==> config.mk <==
export PLATFORM = sky130hd
export DESIGN_NAME = bfkf_chain
export DESIGN_NICKNAME = d
export VERILOG_FILES = /design/src/design/bfkf_pkg.sv /design/src/design/bfkf_cell.sv /design/src/design/bfkf_chain.sv
export SDC_FILE = /design/constraint.sdc
export NUM_CORES = 2
export LEC_CHECK = 0
export BUFFER_PORTS_ARGS = -buffer_cell sky130_fd_sc_hd__clkbuf_2
export CORE_ASPECT_RATIO = 0.8
export CORE_MARGIN = 1
export CORE_UTILIZATION = 60
export CTS_CLUSTER_DIAMETER = 60
export DETAILED_ROUTE_END_ITERATION = 8
export GPL_TIMING_DRIVEN = 0
export PLACE_DENSITY = 0.79
export SYNTH_ARGS = -nofsm -noshare
export SYNTH_HDL_FRONTEND = slang
export SYNTH_HIERARCHICAL = 1
export SYNTH_SLANG_ARGS = --single-unit
==> constraint.sdc <==
create_clock -name clk -period 6.92 [get_ports clk]
set_input_delay 0.346 -clock clk [delete_from_list [all_inputs] [get_ports clk]]
set_output_delay 0.346 -clock clk [all_outputs]
set_load 0.005 [all_outputs]
==> src/design/bfkf_pkg.sv <==
// ----------------------------------------------------------------------------
// Band filtered kth farthest package
// Shared widths, register codes and link types for the selection block.
// ----------------------------------------------------------------------------
`default_nettype none

package bfkf_pkg;

  localparam int MAX_RANK   = 16;
  localparam int CNT_W      = $clog2(MAX_RANK + 1);
  localparam int RANK_W     = 5;
  localparam int SEL_W      = (CNT_W > RANK_W) ? CNT_W : RANK_W;
  localparam int COORD_W    = 32;
  localparam int VAL_W      = 31;
  localparam int CFG_IDX_W  = 3;
  localparam int CFG_DATA_W = 32;

  // Center sum: 96 bits with 56 fractional bits, then the band difference.
  localparam int SUM_W      = 96;
  localparam int FRAC       = 56;
  localparam int CTR_W      = SUM_W - FRAC;
  localparam int DY_W       = CTR_W + 2;

  localparam logic [CFG_IDX_W-1:0] REG_CENTER_OFFSET  = 3'd0;
  localparam logic [CFG_IDX_W-1:0] REG_SLOPE          = 3'd1;
  localparam logic [CFG_IDX_W-1:0] REG_HALF_CURVATURE = 3'd2;
  localparam logic [CFG_IDX_W-1:0] REG_BAND_WIDTH     = 3'd3;
  localparam logic [CFG_IDX_W-1:0] REG_RANK           = 3'd4;

  // Candidate word handed from the corridor filter to the sorted chain.
  typedef struct packed {
    logic             push;
    logic             last;
    logic [VAL_W-1:0] value;
  } cand_t;

  // What one chain cell shows to its right-hand neighbor.
  typedef struct packed {
    logic             ins;
    logic             valid;
    logic [VAL_W-1:0] value;
  } link_t;

endpackage

`default_nettype wire

==> src/design/bfkf_cell.sv <==
// ----------------------------------------------------------------------------
// Sorted chain cell
// Holds one kept value; takes the new word or its left neighbor's value.
// ----------------------------------------------------------------------------
`default_nettype none

module bfkf_cell import bfkf_pkg::*; (
  input  logic             clk,
  input  logic             rst,
  input  logic             en,
  input  logic             clear,
  input  logic             push,
  input  logic [VAL_W-1:0] word,
  input  link_t            left,
  output link_t            right
);

  logic             valid;
  logic [VAL_W-1:0] value;
  logic             live;
  logic             ins;

  // A cell clears together with the whole chain at the end of a cloud.
  assign live  = valid && !clear;
  assign ins   = push && (!live || (word > value));
  assign right = '{ins: ins, valid: live, value: value};

  always_ff @(posedge clk) begin
    if (rst) begin
      valid <= 1'b0;
    end else if (en) begin
      if (ins) begin
        valid <= left.ins ? left.valid : 1'b1;
      end else begin
        valid <= live;
      end
    end
  end

  always_ff @(posedge clk) begin
    if (en && ins) begin
      value <= left.ins ? left.value : word;
    end
  end

endmodule

`default_nettype wire

==> src/design/bfkf_chain.sv <==
// ----------------------------------------------------------------------------
// Sorted insertion chain
// Keeps the largest kept values in descending order and picks the result.
// ----------------------------------------------------------------------------
`default_nettype none

module bfkf_chain import bfkf_pkg::*; (
  input  logic              clk,
  input  logic              rst,
  input  logic              en,
  input  cand_t             cand,
  input  logic [RANK_W-1:0] rank,
  output logic              emit,
  output logic [VAL_W-1:0]  pick
);

  link_t            links [MAX_RANK+1];
  logic [CNT_W-1:0] count;
  logic [CNT_W-1:0] base;
  logic [CNT_W-1:0] count_next;
  logic             flush;
  logic [SEL_W-1:0] r_ext;
  logic [SEL_W-1:0] r_eff;
  logic [SEL_W-1:0] cnt_ext;
  logic [SEL_W-1:0] sel;

  assign links[0] = '{ins: 1'b0, valid: 1'b1, value: cand.value};

  for (genvar i = 0; i < MAX_RANK; i++) begin : g_cell
    bfkf_cell u_cell (
      .clk   (clk),
      .rst   (rst),
      .en    (en),
      .clear (flush),
      .push  (cand.push),
      .word  (cand.value),
      .left  (links[i]),
      .right (links[i+1])
    );
  end

  // A push into a chain that is not full always lands somewhere.
  assign base       = flush ? '0 : count;
  assign count_next = (cand.push && (base != CNT_W'(MAX_RANK))) ? base + 1'b1 : base;

  always_ff @(posedge clk) begin
    if (rst) begin
      count <= '0;
      flush <= 1'b0;
    end else if (en) begin
      count <= count_next;
      flush <= cand.last;
    end
  end

  // The result is read while the flush flag registered from the last word is high, before clearing.
  // Cell k shows its value on link k+1, so the selected position is the link.
  always_comb begin
    r_ext   = SEL_W'(rank);
    cnt_ext = SEL_W'(count);
    if (r_ext == '0) begin
      r_eff = SEL_W'(1);
    end else if (r_ext > SEL_W'(MAX_RANK)) begin
      r_eff = SEL_W'(MAX_RANK);
    end else begin
      r_eff = r_ext;
    end
    sel = (cnt_ext >= r_eff) ? r_eff : cnt_ext;
    if (count == '0) begin
      pick = '0;
    end else begin
      pick = links[sel].value;
    end
  end

  assign emit = flush;

endmodule

`default_nettype wire

### Word-level counts from Yosys, hierarchy flattened

Cells that the tools add are included.

| storage, ports and cells | value |
|---|---|
| register bits | 518 |
| latch bits | 0 |
| memory bits (writable) | 0 |
| memory bits (read-only) | 0 |
| output and inout bits | 32 |
| logic and storage cells | 195 |
| memories kept | 0 |

| cells by class | value |
|---|---|
| $add $sub $neg | 1 |
| multiply operators | 0 |
| div/mod/pow operators | 0 |
| $lt $le $gt $ge | 19 |
| equal/unequal tests | 1 |
| shifts and indexed selects | 0 |
| muxes and demuxes | 55 |
| bitwise gates (word level) | 1 |
| reduce and logical (&&, ||, !) cells | 84 |

Operators by type and width:

| cell | count |
|---|---|
| two-way mux 31 bit | 18 |
| > comparator 31 bit | 16 |
| binary-select mux 33 bit (select 5 bit) | 1 |
| logical AND 1 bit | 49 |
| two-way mux 1 bit | 31 |
| two-way mux 5 bit | 5 |
| logical NOT 1 bit | 17 |
| logical OR 1 bit | 16 |
| logical NOT 5 bit | 2 |
| greater-or-equal comparator 6 bit, second input constant | 1 |
| inverter 5 -> 6 bit | 1 |
| adder 5 x 1 -> 5 bit, second input constant | 1 |
| greater-or-equal comparator 5 bit | 1 |
| > comparator 5 bit, second input constant | 1 |
| != test 5 bit, second input constant | 1 |

### Logic depth before layout (Yosys ltp)

| depth | value |
|---|---|
| depth in word-level cells | 10 |
| gate-level depth with buffers | 15 |
| gate-level depth less buffers | 12 |

### By module

The synthesis kept the hierarchy.

By module, submodules not included:

| module | instances | cells an instance | area each (µm²) | seq. area each (µm²) |
|---|---|---|---|---|
| bfkf_cell | 16 | 193 | 2,195.9 | 950.9 |
| bfkf_chain | 1 | 1,004 | 5,853.1 | 120.1 |

### Worst setup path before layout

Ideal clock, no wire load.

| path | value |
|---|---|
| path type | register -> register |
| from | register g_cell[13].u_cell.value[13] |
| to | register g_cell[13].u_cell.value[0], enable pin |
| data arrival time | 3,621 ps |
| required time | 6,456 ps |
| slack | 2,835 ps |
| cell stages (with the launch flop) | 9 |
| period minus slack after synthesis | 4,085 ps |
| path through | edfxtp_1 > inv_1 > ha_1 > nand4_1 > nor3_2 > o21ai_1 > o211ai_1 > a21oi_2 > nor3b_1 |

| between the ends | value |
|---|---|
| longest elaborated chain between the ends | 4 |

Ends and longest elaborated chain:

| item | line | source |
|---|---|---|
| from (decl) | bfkf_cell.sv:19 | `logic [VAL_W-1:0] value;` |
| from (signal assigned) | bfkf_cell.sv:42 | `value <= left.ins ? left.value : word;` |
| > comparator 31 bit | bfkf_cell.sv:25 | `assign ins = push && (!live \|\| (word > value));` |
| logical OR 1 bit | bfkf_cell.sv:25 |  |
| logical AND 1 bit | bfkf_cell.sv:25 |  |
| logical AND 1 bit | bfkf_cell.sv:41 | `if (en && ins) begin` |

Every way passes these cells.
A chain may end at the register's enable or synchronous reset.

### Worst setup path after layout

| path | value |
|---|---|
| from | register count[0] (netlist: cnt_ext[0]) |
| to | output pick[15] |

| between the ends | value |
|---|---|
| longest elaborated chain between the ends | 7 |
| elaborated cells on any way between the ends | 8 |

Ends and longest elaborated chain:

| item | line | source |
|---|---|---|
| from (decl) | bfkf_chain.sv:18 | `logic [CNT_W-1:0] count;` |
| from (signal assigned) | bfkf_chain.sv:51 | `count <= count_next;` |
| greater-or-equal comparator 5 bit | bfkf_chain.sv:68 | `sel = (cnt_ext >= r_eff) ? r_eff : cnt_ext;` |
| two-way mux 5 bit | bfkf_chain.sv:68 |  |
| inverter 5 -> 6 bit (implied by the code) | bfkf_chain.sv:72 | `pick = links[sel].value;` |
| binary-select mux 33 bit (select 5 bit) | bfkf_chain.sv:72 |  |
| two-way mux 31 bit (implied by the code) (2 in a row) | bfkf_chain.sv:72 |  |
| two-way mux 31 bit (*) | bfkf_chain.sv:69 | `if (count == '0) begin` |
| to (decl) | bfkf_chain.sv:14 | `output logic [VAL_W-1:0] pick` |

Mark *: on every way between the ends. The rest lies on a longest branch, timed or not. The select of a mux whose other input is x is not followed.

==> out/qor.log <==
[setup_path] worst path buffer plus inverter count 5
[timing] Worst Clk Skew 0.03718 ns
[layout] proportion of layout cells with a drive suffix above 1 0.2224
[layout] most frequent standard cell in the layout excluding fill and tap cells sky130_fd_sc_hd__inv_1
[clocking] clock sink count 518
[placement] number of buffers added on ports 72
[layout] commonest non-fill, non-tap cells in the layout 534 x sky130_fd_sc_hd__inv_1, 530 x sky130_fd_sc_hd__nand2_1, 503 x sky130_fd_sc_hd__ha_1, 496 x sky130_fd_sc_hd__edfxtp_1, 480 x sky130_fd_sc_hd__mux2_2
[floorplan] DIE HEIGHT 235.7 µm
[setup_path] most used cell along the critical path sky130_fd_sc_hd__buf_6
[grt] GRT Resource Usage Total 0.4601
[floorplan] Die Wd 294.1 µm
[pwr] Static Leak 0.01964 µW
[floorplan] Core Region 67430 µm²
[clocking] post-CTS setup-driven buffer insertion count 0
[drt] first drt pass iteration count 6
[grt] number of antenna violations at the first check in global routing 11
[timing] headroom to the max-slew limit -0.07542
[setup_path] max incr delay on CP 0.82 ns
[layout] number of fill cells in the layout 5307
[setup_path] nature of the critical path startpoint register
[drt] Detailed Route WL 162200 µm
[timing] Setup TNS 0 ns
[timing] setup violators final 0
[yosys] number of warnings printed during yosys synthesis 6
[clocking] Clk Tree Root Cell sky130_fd_sc_hd__clkbuf_16
[placement] GP Congestion 1.107
[hold_path] Worst Hold Depth 4
[drt] post-route antenna net violation count 0
[grt] largest net degree at the start of global routing 66
[layout] Final #Nets 4806
[hold_path] worst hold path class in -> reg
[drt] DRC viols 0
[drt] average wire per cell in the routed design 31.05 µm
[outcome] result of the run finished with violations
[timing] unrepaired setup endpoints after global routing false
[timing] final cycle utilization of the critical path 0.7858
[drt] Vias/cell 6.866
[grt] vias in the first global route 33.29k
[clocking] number of levels the H-tree was split into 2
[timing] number of slew-limit violations in the final report 246
[floorplan] count of pins on the block boundary 73
[setup_path] class of the most critical setup path reg -> out
[setup_path] number of gates on the worst path with buffers counted 14
[clocking] Clk Latency, worst-skew pair 0.66 ns
[outcome] violated checks max-capacitance violations, max-slew violations
[clocking] clock-pin slew reported for the worst setup and hold paths after clock tree synthesis 0.07 ns
[floorplan] Row Count 85
[floorplan] area of the die 69330 µm²
[setup_path] arrival time of the worst setup path 5.09 ns
[grt] gr ovfl total 0
[pwr] power density over the cells 205.2 nW/µm²
[timing] worst hold-check slack 0.5049 ns
[grt] wire length of the first global-routing pass 227800 µm
[timing] post-route minimum period 5.437 ns
[yosys] Mapped Nets 4632
[timing] top achievable clock speed 183.9 MHz
[layout] layout overhead on the synthesized area 9.747%
[floorplan] initial standard-cell utilization of the core 0.6075
[clocking] number of CTS-inserted buffers 57
[timing] number of failing hold endpoints at the final stage 0
[setup_path] number of cells on the worst reg-to-reg path 12
[clocking] CTS hold repair buffers 1
[setup_path] critical path endpoint category primary output
[clocking] number of cells upsized or downsized after cts 0
[setup_path] kind of cell adding the most delay to the critical path compound AO/OA/AOI/OAI gates
[drt] routed vias 35.87k
[yosys] combined area of all synthesized cells 40960 µm²
[timing] slew at the pin closest to its max-slew limit 1.613 ns
[setup_path] Worst Path Required 6.57 ns
[clocking] TritonCTS clock tree done
[pwr] largest voltage drop on the vdd net 0.1879 mV
[run] number of max-cap violations 8
[placement] post-detail-place hpwl 116100 µm
[timing] final worst-path setup slack 1.483 ns
[yosys] synthesized area divided by synthesized cell count 10.02 µm²
[clocking] Max clock buf depth 3
[placement] Placement Setup Slack 1.878 ns
[setup_path] Max stage delay cell, worst path sky130_fd_sc_hd__a31oi_1
[setup_path] worst-path maximum fanout 10
[yosys] cell count after synthesis 4088
[setup_path] cells along the critical path inv_1 > ha_1 > nor2b_4 > o21ai_2 > a22oi_2 > and2_1 > buf_6 > buf_6 > buf_2 > nand2_1 > a31oi_1 > a22o_1 > o22a_1 > clkbuf_2
[drt] drt first-iter violations 6018
sequential cells by signal, summed over array words and instances (netlist names):
register,flops
g_cell.u_cell/value,496
g_cell.u_cell/valid,16
cnt_ext,5
emit,1
worst paths after layout:
check	from	to	slack, ns
max	cnt_ext[0]	pick[15]	1.48
min	cand[31]	emit	0.50
max reg2reg	g_cell[5].u_cell/value[13]	g_cell[6].u_cell/value[2]	2.95
min reg2reg	cnt_ext[2]	cnt_ext[2]	0.59
layout make-up:
type	count	area, µm²	share of cell area
antenna	3	7.507	0.0001670
buffer	201	1077	0.02396
clock buffer	63	1469	0.03267
clock inverter	42	394.1	0.008767
inverter	535	2008	0.04467
multi-input combinational	2834	22620	0.5032
sequential	518	15340	0.3411
tap	913	1142	0.02541
timing repair buffer	115	898.4	0.01998
report_power, final:
part           internal (µW)  switching, µW
Clock                   1750           1390
Sequential              3680            263
Combinational            811           1330
Total                   6240           2980
metrics by stage:
step / instance area [µm²] / cells / utilization / total power [µW]
floorplan: 40960 / 4088 / - / 5120
global placement: 42470 / 5073 / 0.6298 / 5908
detailed placement: 43040 / 5113 / 0.6383 / 5994
CTS: 44910 / 5219 / 0.6660 / 9093
global route: 44950 / 5222 / 0.6667 / 9449
finish: 44960 / 5224 / 0.6667 / 9227
worst min-delay path, delay by kind of cell:
family                 cells  cell delay [ns]
multiplexers               1             0.06
buffers and inverters      2             0.62
AND/OR/NAND/NOR            1             0.08
per-layer routing:
metal | vias to the layer above | share of wire | wire length (µm) | GRT usage
met1 | 17109 | 0.38 | 60950 | 0.6406
met3 | 582 | 0.18 | 29980 | 0.1948
met5 | - | 0.00097 | 158 | 0
met4 | 14 | 0.060 | 9740 | 0.2244
li1 | 15273 | - | - | -
met2 | 2891 | 0.38 | 61350 | 0.6056
(Power assumes the default switching activity.)
